**src/hdl/mmsd_pkg.sv**
```systemverilog
// Package with shared types and constants for the motor mode select block.
package mmsd_pkg;

	localparam int unsigned SPEED_W = 16;
	localparam int unsigned CFG_IDX_W = 3;
	localparam int unsigned CFG_DATA_W = 16;
	localparam int unsigned IN_TDATA_W = 8;
	localparam int unsigned OUT_TDATA_W = 24;

	// Register indexes of the configuration port.
	localparam logic [CFG_IDX_W-1:0] REG_FIRE_ALARM_ENABLE   = 3'd0;
	localparam logic [CFG_IDX_W-1:0] REG_FIRE_SOURCE_SELECT  = 3'd1;
	localparam logic [CFG_IDX_W-1:0] REG_FIRE_CONTROL_MODE   = 3'd2;
	localparam logic [CFG_IDX_W-1:0] REG_FIRE_SPEED          = 3'd3;
	localparam logic [CFG_IDX_W-1:0] REG_MANUAL_INPUT_ENABLE = 3'd4;

	// Fire control modes.
	localparam logic [1:0] FIRE_MODE_KEEP    = 2'd0;
	localparam logic [1:0] FIRE_MODE_STOP    = 2'd1;
	localparam logic [1:0] FIRE_MODE_FORWARD = 2'd2;
	localparam logic [1:0] FIRE_MODE_REVERSE = 2'd3;

	// Fire source selection.
	localparam logic FIRE_SRC_PIN    = 1'b0;
	localparam logic FIRE_SRC_REMOTE = 1'b1;

	localparam logic [SPEED_W-1:0] REVERSE_BIT = 16'h8000;

	typedef struct packed {
		logic               fire_alarm_enable;
		logic               fire_source_select;
		logic [1:0]         fire_control_mode;
		logic [SPEED_W-1:0] fire_speed;
		logic               manual_input_enable;
	} cfg_t;

	typedef struct packed {
		logic               motor_run;
		logic               fire_active;
		logic [SPEED_W-1:0] held_speed;
		logic [SPEED_W-1:0] target_speed;
	} dec_t;

endpackage

```
**src/hdl/mmsd_debounce.sv**
```systemverilog
// Hold counter that qualifies one raw pin after it stays high long enough.
module mmsd_debounce #(
	parameter int unsigned HOLD_TICKS = 500
) (
	input  logic clk,
	input  logic arst_n,
	input  logic en,
	input  logic level,
	output logic valid
);
	localparam int unsigned CW = $clog2(HOLD_TICKS + 1);
	localparam logic [CW-1:0] HOLD = CW'(HOLD_TICKS);

	logic [CW-1:0] count_q;
	logic [CW-1:0] count_d;

	// Count while high, stop at the hold count, clear when low.
	always_comb begin
		if (!level) begin
			count_d = '0;
		end else if (count_q < HOLD) begin
			count_d = count_q + CW'(1);
		end else begin
			count_d = count_q;
		end
	end

	assign valid = (count_d == HOLD);

	always_ff @(posedge clk or negedge arst_n) begin
		if (!arst_n) begin
			count_q <= '0;
		end else if (en) begin
			count_q <= count_d;
		end
	end

endmodule

```
**src/hdl/mmsd_decide.sv**
```systemverilog
// Mode decision: fire override, manual run input or free run.
module mmsd_decide (
	input  mmsd_pkg::cfg_t               cfg,
	input  logic                         run_valid,
	input  logic                         fire_valid,
	input  logic                         remote_fire_flag,
	input  logic [mmsd_pkg::SPEED_W-1:0] held_speed,
	input  logic [mmsd_pkg::SPEED_W-1:0] target_speed,
	output mmsd_pkg::dec_t               dec
);
	import mmsd_pkg::*;

	logic fire_on;
	logic [SPEED_W-1:0] held_next;

	assign fire_on = cfg.fire_alarm_enable &&
		((cfg.fire_source_select == FIRE_SRC_PIN && fire_valid) ||
		 (cfg.fire_source_select == FIRE_SRC_REMOTE && remote_fire_flag));

	always_comb begin
		case (cfg.fire_control_mode)
			FIRE_MODE_STOP:    held_next = '0;
			FIRE_MODE_FORWARD: held_next = cfg.fire_speed;
			FIRE_MODE_REVERSE: held_next = cfg.fire_speed | REVERSE_BIT;
			default:           held_next = held_speed;
		endcase
	end

	always_comb begin
		dec.fire_active  = fire_on;
		dec.held_speed   = held_speed;
		dec.target_speed = target_speed;
		if (fire_on) begin
			dec.motor_run    = 1'b0;
			dec.held_speed   = held_next;
			dec.target_speed = held_next;
		end else if (cfg.manual_input_enable) begin
			dec.motor_run = run_valid;
			if (!run_valid) begin
				dec.target_speed = '0;
			end
		end else begin
			dec.motor_run = 1'b1;
		end
	end

endmodule

```
**src/hdl/motor_mode_select_with_input_debounce.sv**
```systemverilog
// Top level of the motor mode select block with pin debounce.
//
// One input item on the s_axis channel is one control tick. It carries the
// raw run pin, the raw fire pin and the remote fire flag. Each tick produces
// exactly one result item on the m_axis channel with the run command, the
// fire override flag, the target speed and both pin qualification flags.
//
// The state (two hold counters, the held fire speed and the target speed)
// is updated at the edge that accepts an item, and the result goes into an
// output register, presented in the cycle after the item is accepted. One
// item can be accepted in every cycle while the receiver does not stall.
//
// s_axis_tready is high whenever the output register is empty or its item
// is being taken in the same cycle. When the receiver stalls, the result
// holds in the output register and the block takes no new item until it
// drains; the hold counters and the speeds do not change while stalled.
//
// The configuration port writes one register per cycle with cfg_wr_en high;
// indexes beyond the register list are ignored. Reset clears all configuration registers,
// both hold counters, the speeds and the output valid flag.
module motor_mode_select_with_input_debounce #(
	parameter int unsigned HOLD_TICKS = 500
) (
	input  logic        clk,
	input  logic        arst_n,
	input  logic        s_axis_tvalid,
	output logic        s_axis_tready,
	// [0] run_pin, [1] fire_pin, [2] remote_fire_flag, [7:3] zero
	input  logic [7:0]  s_axis_tdata,
	output logic        m_axis_tvalid,
	input  logic        m_axis_tready,
	// [0] motor_run, [1] fire_active, [17:2] target_speed,
	// [18] run_pin_valid, [19] fire_pin_valid, [23:20] zero
	output logic [23:0] m_axis_tdata,
	input  logic        cfg_wr_en,
	input  logic [2:0]  cfg_addr,
	input  logic [15:0] cfg_wdata
);
	import mmsd_pkg::*;

	cfg_t               cfg_q;
	logic [SPEED_W-1:0] held_speed_q;
	logic [SPEED_W-1:0] target_speed_q;
	logic               out_valid_q;
	logic [OUT_TDATA_W-1:0] out_data_s1;

	logic accept;
	logic run_valid;
	logic fire_valid;
	dec_t dec;

	assign s_axis_tready = !out_valid_q || m_axis_tready;
	assign accept        = s_axis_tvalid && s_axis_tready;

	// Configuration registers.
	always_ff @(posedge clk or negedge arst_n) begin
		if (!arst_n) begin
			cfg_q <= '0;
		end else if (cfg_wr_en) begin
			case (cfg_addr)
				REG_FIRE_ALARM_ENABLE:   cfg_q.fire_alarm_enable <= cfg_wdata[0];
				REG_FIRE_SOURCE_SELECT:  cfg_q.fire_source_select <= cfg_wdata[0];
				REG_FIRE_CONTROL_MODE:   cfg_q.fire_control_mode <= cfg_wdata[1:0];
				REG_FIRE_SPEED:          cfg_q.fire_speed <= cfg_wdata[SPEED_W-1:0];
				REG_MANUAL_INPUT_ENABLE: cfg_q.manual_input_enable <= cfg_wdata[0];
				default: ;
			endcase
		end
	end

	// Pin qualification; each counter advances once per accepted item.
	mmsd_debounce #(.HOLD_TICKS(HOLD_TICKS)) u_run_db (
		.clk   (clk),
		.arst_n(arst_n),
		.en    (accept),
		.level (s_axis_tdata[0]),
		.valid (run_valid)
	);

	mmsd_debounce #(.HOLD_TICKS(HOLD_TICKS)) u_fire_db (
		.clk   (clk),
		.arst_n(arst_n),
		.en    (accept),
		.level (s_axis_tdata[1]),
		.valid (fire_valid)
	);

	mmsd_decide u_decide (
		.cfg             (cfg_q),
		.run_valid       (run_valid),
		.fire_valid      (fire_valid),
		.remote_fire_flag(s_axis_tdata[2]),
		.held_speed      (held_speed_q),
		.target_speed    (target_speed_q),
		.dec             (dec)
	);

	// Speed state follows the decision of each accepted item.
	always_ff @(posedge clk or negedge arst_n) begin
		if (!arst_n) begin
			held_speed_q   <= '0;
			target_speed_q <= '0;
		end else if (accept) begin
			held_speed_q   <= dec.held_speed;
			target_speed_q <= dec.target_speed;
		end
	end

	// Output register: valid flag under reset, payload loaded on accept.
	always_ff @(posedge clk or negedge arst_n) begin
		if (!arst_n) begin
			out_valid_q <= 1'b0;
		end else if (accept) begin
			out_valid_q <= 1'b1;
		end else if (m_axis_tready) begin
			out_valid_q <= 1'b0;
		end
	end

	always_ff @(posedge clk) begin
		if (accept) begin
			out_data_s1 <= {4'b0000, fire_valid, run_valid, dec.target_speed,
				dec.fire_active, dec.motor_run};
		end
	end

	assign m_axis_tvalid = out_valid_q;
	assign m_axis_tdata  = out_data_s1;

endmodule
```
**config.mk**
```make
export PLATFORM = sky130hd
export DESIGN_NAME = motor_mode_select_with_input_debounce
export DESIGN_NICKNAME = d
export VERILOG_FILES = /design/src/hdl/mmsd_pkg.sv /design/src/hdl/mmsd_debounce.sv /design/src/hdl/mmsd_decide.sv /design/src/hdl/motor_mode_select_with_input_debounce.sv
export SDC_FILE = /design/constraint.sdc
export NUM_CORES = 1
export LEC_CHECK = 0
export BUFFER_PORTS_ARGS = -buffer_cell sky130_fd_sc_hd__buf_2
export CAP_MARGIN = 20
export CORE_ASPECT_RATIO = 2
export CORE_MARGIN = 2
export CORE_UTILIZATION = 58
export DETAILED_ROUTE_END_ITERATION = 16
export GPL_ROUTABILITY_DRIVEN = 0
export PLACE_DENSITY_LB_ADDON = 0.12
export SYNTH_ARGS = -nofsm -noshare
export SYNTH_HDL_FRONTEND = slang
export SYNTH_SLANG_ARGS = --single-unit
```
**constraint.sdc**
```tcl
create_clock -name clk -period 3.3 [get_ports clk]
set_input_delay 0.66 -clock clk [delete_from_list [all_inputs] [get_ports clk]]
set_output_delay 0.66 -clock clk [all_outputs]
set_load 0.02 [all_outputs]
```
# --- Word-level counts from Yosys, hierarchy flattened ---
# Cells that the tools add are included.
word_totals:
  register_bits: 92
  input_bits: 32
op_classes:
  n_addsub: 2
  n_lt_le_gt_ge: 2
  eq_ne: 9
  n_mux: 11
  bitwise_logic: 1
  reduce_logical: 15
ops:
  columns: ["operator", "count"]
  rows:
  - ["$mux 16", 3]
  - ["$pmux 16 s3", 1]
  - ["$mux 9", 4]
  - ["$add 9x1->9 const B", 2]
  - ["$eq 9x9->1 const B", 2]
  - ["$lt 9x9->1 const B", 2]
  - ["$reduce_and 2->1", 6]
  - ["$eq 3x2->1 const B", 2]
  - ["$eq 2x2->1 const B", 2]
  - ["$logic_and 1x1->1", 4]
  - ["$eq 3x1->1 const B", 1]
  - ["$eq 3x3->1 const B", 1]
  - ["$logic_not 3->1", 1]
  - ["$mux 1", 3]
  - ["$eq 2x1->1 const B", 1]
  - ["$logic_or 1x1->1", 2]
  - ["$reduce_bool 2->1", 1]
  - ["$logic_not 1->1", 1]
  - ["$not 1->1", 1]

# --- Logic depth before layout (Yosys ltp) ---
# Gate-level depths: netlist of run 1.
depth:
  depth_word: 8
  depth_mapped: 8
  depth_no_buf: 7

# --- By module ---
# From an unflattened synthesis of run 1, not the netlist that was laid out.
hier_totals:
  hier_cells: 382
  hier_area_um2: 4687.0
by_module_without_submodules:
  columns: ["mod", "instances", "cells_per_inst", "area_per_inst_um2"]
  rows:
  - ["motor_mode_select_with_input_debounce", 1, 146, 2745.1]
  - ["mmsd_debounce", 2, 76, 685.7]
  - ["mmsd_decide", 1, 84, 570.5]

# --- Worst setup path before layout of run 1 ---
# No wires, ideal clock.
synth_timing:
  kind: "reg2reg"
  startpoint: "reg u_run_db.count_q[0]"
  endpoint: "reg out_data_s1[12], in the netlist m_axis_tdata[12], data pin"
  setup_ps: 146
  t_arrival_ps: 2354
  setup_slack_ps: 800
  path_stages_with_launch: 9
  n_path_buf: 1
  period_less_slack_ps: 2500
  cell_sequence: "dfrtp_1 > ha_1 > nand4_2 > a31oi_1 > or4_1 > o41a_1 > a21oi_2 > buf_6 > o2bb2ai_1"
synth_lines:
  columns: ["item", "line_no", "rtl"]
  rows:
  - ["from (decl)", "mmsd_debounce.sv:14", "logic [CW-1:0] count_q;"]
  - ["from (signal assigned)", "mmsd_debounce.sv:34", "count_q <= count_d;"]
  - ["to (signal assigned)", "motor_mode_select_with_input_debounce.sv:122", "out_data_s1 <= {4'b0000, fire_valid, run_valid, dec.target_speed,"]
  - ["to (decl)", "motor_mode_select_with_input_debounce.sv:45", "logic [OUT_TDATA_W-1:0] out_data_s1;"]

==> flow_metrics.py, run 1 <==
metrics = {
    "flow_run": {
        "cap_violations": 0,
    },
    "placement": {
        "hpwl_um": 6402,
        "place_ws_ns": 0.5343,
        "port_buffers": 48,
    },
    "setup_path": {
        "critPathMaxFanout": 11,
        "slowest_delay_ns": 0.53,
        "cp_num_buf_inv": 1,
        "critPathTopFamily": "compound AO/OA/AOI/OAI gates",
        "critPathRequiredTime_ns": 3.48,
        "crit_chain": "ha_1, and4_1, and2_1, o2111ai_1, o41ai_4, nand2_2, buf_4, o2bb2ai_1",
        "cp.arrival_ns": 2.94,
        "criticalPathCategory": "flip-flop to flip-flop",
        "crit_slowest_cell": "o41ai_4",
        "worstSetupEndpointType": "flip-flop",
        "critPathLaunchType": "flip-flop",
    },
    "synthesis": {
        "ys_ff_latch": 92,
        "synth_warnings": 0,
        "syn_inst": 399,
        "synth.avg_cell_area_um2": 11.25,
        "synth_edf_count": 20,
        "synth-async-reset-ratio_pct": 78.26,
        "synth_area_um2": 4489,
        "synth-main-ff-cell": "dfrtp_1",
        "synthDistinctLibCells": 60,
        "seq_area_frac_synth_pct": 53.51,
    },
    "cells_and_area": {
        "finalNetCount": 478,
        "diodes": 0,
        "drive_above_1_share_pct": 26.28,
        "nFillCells": 614,
        "area_growth_syn_to_layout_pct": 13.15,
    },
    "global_route": {
        "grt_usage_pct": 25.00,
        "grt_pass1_vias": 3396,
        "grt_overflow": 0,
        "grt_pass1_wl_um": 16060,
        "grt_start_max_net_pins": 73,
        "antenna_found_initial": 0,
    },
    "floorplan": {
        "dieArea_um2": 8503,
        "io_pins": 58,
        "fp-row-count": 45,
        "core_area_um2": 7545,
        "initial_core_util_pct": 59.50,
        "fp.dieH_um": 128.4,
        "die_width_um": 66.21,
    },
    "detailed_routing": {
        "drt-vias-per-instance": 5.923,
        "drc": 0,
        "num_vias": 3216,
        "routed_wl_um": 9479,
        "drtAntennaViolNets": 0,
        "dr.pass1.iters": 6,
        "avgRoutedWirePerCell_um": 17.46,
        "drtIter0Drc": 243,
    },
    "pwr": {
        "comb_power_share_pct": 20.8,
        "power_switching_mw": 1.021,
        "switching_share_pct": 30.88,
        "intPower_mw": 2.286,
        "clockPowerShare_pct": 32.1,
        "p_total_mw": 3.307,
        "p_per_area_nw_per_um2": 651.0,
        "ir_drop_v": 0.0004804,
        "p_seq_share_pct": 47.1,
        "leakage_nw": 2.291,
    },
    "clock_tree": {
        "cts_max_level": 3,
        "cts_tree": "done",
        "hold_buffers": 0,
        "cts-resized-gates": 0,
        "insertion_delay_ns": 0.34,
        "cts_sinks": 92,
        "root_buffer": "clkbuf_16",
        "numCtsBuffers": 9,
        "postCtsSetupBuffers": 0,
        "cts.clk_slew.worst_paths_ns": 0.07,
        "cts_max_path_buffers": 2,
    },
    "sta": {
        "setup_tns_ns": 0,
        "maxSlewHeadroom_pct": 66.20,
        "drv_slew": 0,
        "fin_crit_ns": 2.757,
        "post-route-period-util_pct": 83.54,
        "grt_setup_unrepaired": "false",
        "setup_viol": 0,
        "clock-skew-final_ns": 0.01026,
        "max_freq_ghz": 0.3627,
        "hold_violations": 0,
        "worstMarginPinSlew_ns": 0.5070,
        "setup_slack_ns": 0.5431,
    },
    "status": {
        "status": "finished clean",
    },
    "min_path": {
        "hold_class": "input pin to asynchronous set/reset pin",
    },
}
==> logic make-up after synthesis <==
family | Yosys count | synth area share [%]
AOI/OAI and AO/OA | 105 | 18.09
xor gates and xnor gates | 2 | 0.3903
adders and majority gates | 2 | 0.5573
buffers and inverters | 63 | 6.772
DFF | 92 | 53.51
muxes | 41 | 9.866
other | 1 | 0.08353
and+or+nand+nor | 93 | 10.73
==> state kept, by name, summed over array words and instances, names as in the netlist <==
| register | cells |
|---|---|
| cfg_q | 21 |
| m_axis_tdata | 20 |
| held_speed_q | 16 |
| target_speed_q | 16 |
| u_fire_db.count_q | 9 |
| u_run_db.count_q | 9 |
| m_axis_tvalid | 1 |
==> cell usage in the layout, fill, tap and decap left out, types with 5 or more instances in the layout <==
cell type,n
a21oi_1,24
a22oi_1,8
buf_2,48
buf_4,8
clkbuf_16,9
dfrtp_1,72
edfxtp_1,20
inv_1,36
mux2_2,22
mux2i_1,18
nand2_1,21
nand2b_1,6
nand3_1,10
nor2_1,22
nor3_1,13
o21ai_0,11
o22ai_1,7
o22ai_2,10
o2bb2ai_1,16
o31ai_1,5
==> power groups by stage <==
stage | sequential (mW) | combinational [mW] | clock, mW
detailed placement | 1.58 | 0.690 | 0
global placement | 1.56 | 0.658 | 0
floorplan | 1.55 | 0.510 | 0
global route | 1.59 | 0.774 | 1.13
CTS | 1.56 | 0.698 | 1.08
finish | 1.56 | 0.688 | 1.06
==> worst paths after layout <==
| check | startpoint | endpoint | slack [ns] | depth (start not counted) |
|---|---|---|---|---|
| setup / recovery | u_fire_db.count_q[0] | m_axis_tdata[15] | 0.54 | 8 |
| hold / removal | arst_n | u_run_db.count_q[4] | 0.32 | 2 |
| setup reg to reg | u_fire_db.count_q[0] | m_axis_tdata[15] | 0.54 | 8 |
| hold reg to reg | cfg_q[1] | cfg_q[1] | 0.51 | 1 |
| max in group asynchronous | arst_n | u_fire_db.count_q[7] | 2.63 | 2 |
| min in group clk | cfg_q[1] | cfg_q[1] | 0.51 | 1 |
==> metrics by stage <==
step                      hold WS (ns)  instance area, µm²  utilization [%]  std cells
after detailed placement        0.4935                4773            63.27        527
after floorplan                 0.3644                4501                -        402
after CTS                       0.3539                5080            67.33        543
after global placement          0.4890                4773            63.27        527
after global routing            0.3588                5080            67.33        543
final                           0.3233                5080            67.33        543
==> worst reg2reg max path: stages (launching register included) <==
cell and delay (ns):
dfrtp_1 0.46, ha_1 0.29, and4_1 0.29, and2_1 0.19
o2111ai_1 0.23, o41ai_4 0.53, nand2_2 0.21, buf_4 0.23
o2bb2ai_1 0.18
==> area by class of cell <==
class / instances / area [µm²] / area share (%)
repair buffers: 57 / 320.3 / 6.305
flip-flops and latches: 92 / 2402 / 47.29
multi-input cells: 247 / 1794 / 35.32
clock inverters: 7 / 81.33 / 1.601
clock buffers: 9 / 225.2 / 4.433
inverters: 37 / 138.9 / 2.734
well taps: 94 / 117.6 / 2.315
==> Yosys cell counts (3+ instances only) <==
library cell  number  area [µm²]
edfxtp_1          20       600.6
nand3_1           10       50.05
o22ai_2           10       125.1
o31ai_1            5       37.54
buf_4              7       52.55
mux2i_1           18       180.2
o2bb2ai_1         16       140.1
nor2_1            22       82.58
buf_2              3       15.01
dfrtp_1           72        1802
nor3_1            13       65.06
nand2b_1           6       37.54
a31oi_1            4       25.02
nor4_1             4       25.02
o21ai_0           11       55.05
clkbuf_1          11       41.29
buf_6              5       56.30
o2111ai_1          3       26.28
a22o_1             3       26.28
a21oi_1           24       120.1
nand2_1           21       78.83
a22oi_1            8       60.06
mux2_2            22       247.7
o22ai_1            7       43.79
inv_1             36       135.1
==> metal layers <==
metal | routed length (µm) | track usage, % | part of all wire (%) | vias to the layer above
li1 | - | - | - | 1534
met1 | 3663 | 27.61 | 39 | 1589
met2 | 5305 | 45.18 | 56 | 78
met3 | 298 | 5.070 | 3.1 | 15
met4 | 212 | 10.68 | 2.2 | 0
met5 | 0 | 0 | 0 | -
No activity file was read; power rests on OpenSTA's default activity.
==> run 2: changes to the inputs <==
--- a/config.mk
+++ b/config.mk
@@ -9,7 +9,7 @@
 export CAP_MARGIN = 20
 export CORE_ASPECT_RATIO = 2
 export CORE_MARGIN = 2
-export CORE_UTILIZATION = 58
+export CORE_UTILIZATION = 52
 export DETAILED_ROUTE_END_ITERATION = 16
 export GPL_ROUTABILITY_DRIVEN = 0
 export PLACE_DENSITY_LB_ADDON = 0.12
==> constraint.sdc (replaced) <==
create_clock -name clk -period 2.2 [get_ports clk]
set_input_delay 0.44 -clock clk [delete_from_list [all_inputs] [get_ports clk]]
set_output_delay 0.44 -clock clk [all_outputs]
set_load 0.02 [all_outputs]
==> run 2 against run 1 <==
Global-route usage decreased by 0.66 points. Utilization increased by 1.0 points. Critical endpoint unchanged. Hold slack got worse by 0.23 ns. Via count increased by 9.0%. The run now ends with negative setup slack left.
==> flow_metrics.py, run 2 (synthesis gave the netlist of run 1 again) <==
metrics = {
    "cells_and_area": {
        "largest_reg_flops": 21,
        "layout_common_cells": "dfrtp_1 (68), buf_4 (52), buf_2 (48), inv_1 (35), a21oi_1 (23)",
        "diodes": 0,
        "final_common_cell": "dfrtp_1",
        "final_cells": 603,
        "area_growth_syn_to_layout_pct": 29.82,
        "top_register": "cfg_q",
        "finalNetCount": 532,
        "drive_above_1_share_pct": 39.56,
        "final_util_pct": 68.34,
    },
    "global_route": {
        "grt_start_max_net_pins": 73,
        "grt_pass1_wl_um": 17860,
        "antenna_found_initial": 0,
        "grt_overflow": 0,
        "grt_usage_pct": 24.33,
        "grt_pass1_vias": 3606,
    },
    "sta": {
        "max_freq_ghz": 0.4039,
        "maxSlewHeadroom_pct": 55.44,
        "worstMarginPinSlew_ns": 0.6684,
        "fin_crit_ns": 2.476,
        "setup_viol": 50,
        "post-route-period-util_pct": 112.5,
        "drv_slew": 0,
        "setup_slack_ns": -0.2758,
        "hold_violations": 0,
        "clock-skew-final_ns": 0.01068,
        "grt_setup_unrepaired": "true",
    },
    "detailed_routing": {
        "num_vias": 3507,
        "drtAntennaViolNets": 0,
        "drc": 0,
        "drt-vias-per-instance": 5.816,
        "avgRoutedWirePerCell_um": 18.12,
        "dr.pass1.iters": 4,
        "drtIter0Drc": 227,
        "routed_wl_um": 10930,
    },
    "pwr": {
        "ir_drop_v": 0.0007344,
        "p_per_area_nw_per_um2": 928.9,
        "leakage_nw": 2.650,
        "p_total_mw": 5.414,
    },
    "clock_tree": {
        "numCtsBuffers": 9,
        "root_buffer": "clkbuf_16",
        "hold_buffers": 0,
        "insertion_delay_ns": 0.34,
        "cts.clk_slew.worst_paths_ns": 0.07,
        "cts_max_level": 3,
        "cts_tree": "done",
        "cts_sinks": 92,
        "cts_max_path_buffers": 2,
    },
    "setup_path": {
        "slowest_delay_ns": 0.41,
        "cp-startpoint": "u_fire_db.count_q[0]",
        "crit_chain": "ha_2, nor2b_1, o2111ai_1, mux2_4, o41ai_4, buf_4, a21oi_4, buf_6, buf_16, o2bb2ai_4",
        "r2r.worst_path.cells": 10,
        "cp.arrival_ns": 2.55,
        "critPathMaxFanout": 5,
        "reg2reg_from": "u_fire_db.count_q[0]",
        "criticalPathCategory": "flip-flop to flip-flop",
        "worstSetupEndpointType": "flip-flop",
        "crit_slowest_cell": "dfrtp_1",
        "worstSetupEndpoint": "m_axis_tdata[15]",
        "r2r-end": "m_axis_tdata[15]",
        "critPathRequiredTime_ns": 2.27,
        "critPathLaunchType": "flip-flop",
        "r2r_slack_ns": -0.28,
    },
    "placement": {
        "dp.cells": 580,
        "hpwl_um": 7535,
        "place_ws_ns": -0.2512,
        "port_buffers": 48,
    },
    "floorplan": {
        "io_pins": 58,
        "fp.dieH_um": 135.4,
        "initial_core_util_pct": 52.64,
        "core_area_um2": 8528,
        "dieArea_um2": 9437,
        "die_width_um": 69.70,
        "fp-row-count": 48,
    },
    "min_path": {
        "hold_class": "input pin to asynchronous set/reset pin",
    },
    "status": {
        "failed_checks": "negative setup slack",
        "status": "finished, violations left",
    },
    "flow_run": {
        "cap_violations": 0,
    },
}
-- run 2: power breakdown --
group	internal, mW	switching, mW	total [mW]	leakage, nW
logic	0.634	0.778	1.41	1.40
clock network	0.998	0.656	1.65	0.157
registers	2.12	0.231	2.35	1.10
total	3.75	1.67	5.41	2.65
-- run 2: what timing repair did --
action / 4_1_cts / 5_1_grt
resized for setup: 17 / 17
buffers inserted: 4 / 1
setup endpoints to repair: 50 / 50
pin swaps: 3 / 6
cloned: 2 / 0
-- run 2: critical path, delay by kind of cell, from the launching register on --
family / cells / cell delay (ns)
compound gates: 4 / 0.63
fa+ha+maj: 1 / 0.29
buf+inv: 3 / 0.47
flops: 1 / 0.41
mux: 1 / 0.30
simple gates: 1 / 0.10
-- run 2: per-stage QoR --
step	cell area, µm²	hold WS, ns	setup TNS (ns)
after floorplan	4556	0.1444	-5.842
after global placement	5233	0.4875	-7.872
after detailed placement	5233	0.4933	-9.226
after CTS	5733	0.1303	-12.18
after global routing	5828	0.1531	-14.64
final	5828	0.09442	-10.95
-- run 2: worst min-delay path by stage --
stage                            to  slack, ns                from  depth (start not counted)
2_1_floorplan              cfg_q[0]       0.14              arst_n                          0
3_3_place_gp      target_speed_q[7]       0.49   target_speed_q[7]                          2
3_5_place_dp     target_speed_q[13]       0.49  target_speed_q[13]                          2
4_1_cts        u_fire_db.count_q[4]       0.13              arst_n                          2
5_1_grt               m_axis_tvalid       0.15              arst_n                          2
6_report              m_axis_tvalid       0.09              arst_n                          2
-- run 2: layer usage --
metal	GRT usage (%)	part of all wire, %	wire length [µm]	up-vias
li1	-	-	-	1646
met1	26.57	36	3888	1757
met2	45.83	58	6383	77
met3	3.497	2.5	273	27
met4	11.11	3.5	382	0
met5	0	0	0	-
-- run 2: final cells by class --
type | instances | area (µm²)
inverter | 37 | 138.9
fill | 638 | 2700
clock inverter | 6 | 87.58
multi-input combinational | 247 | 1996
tap | 100 | 125.1
clock buffer | 10 | 229.0
timing repair buffer | 111 | 844.6
sequential | 92 | 2407
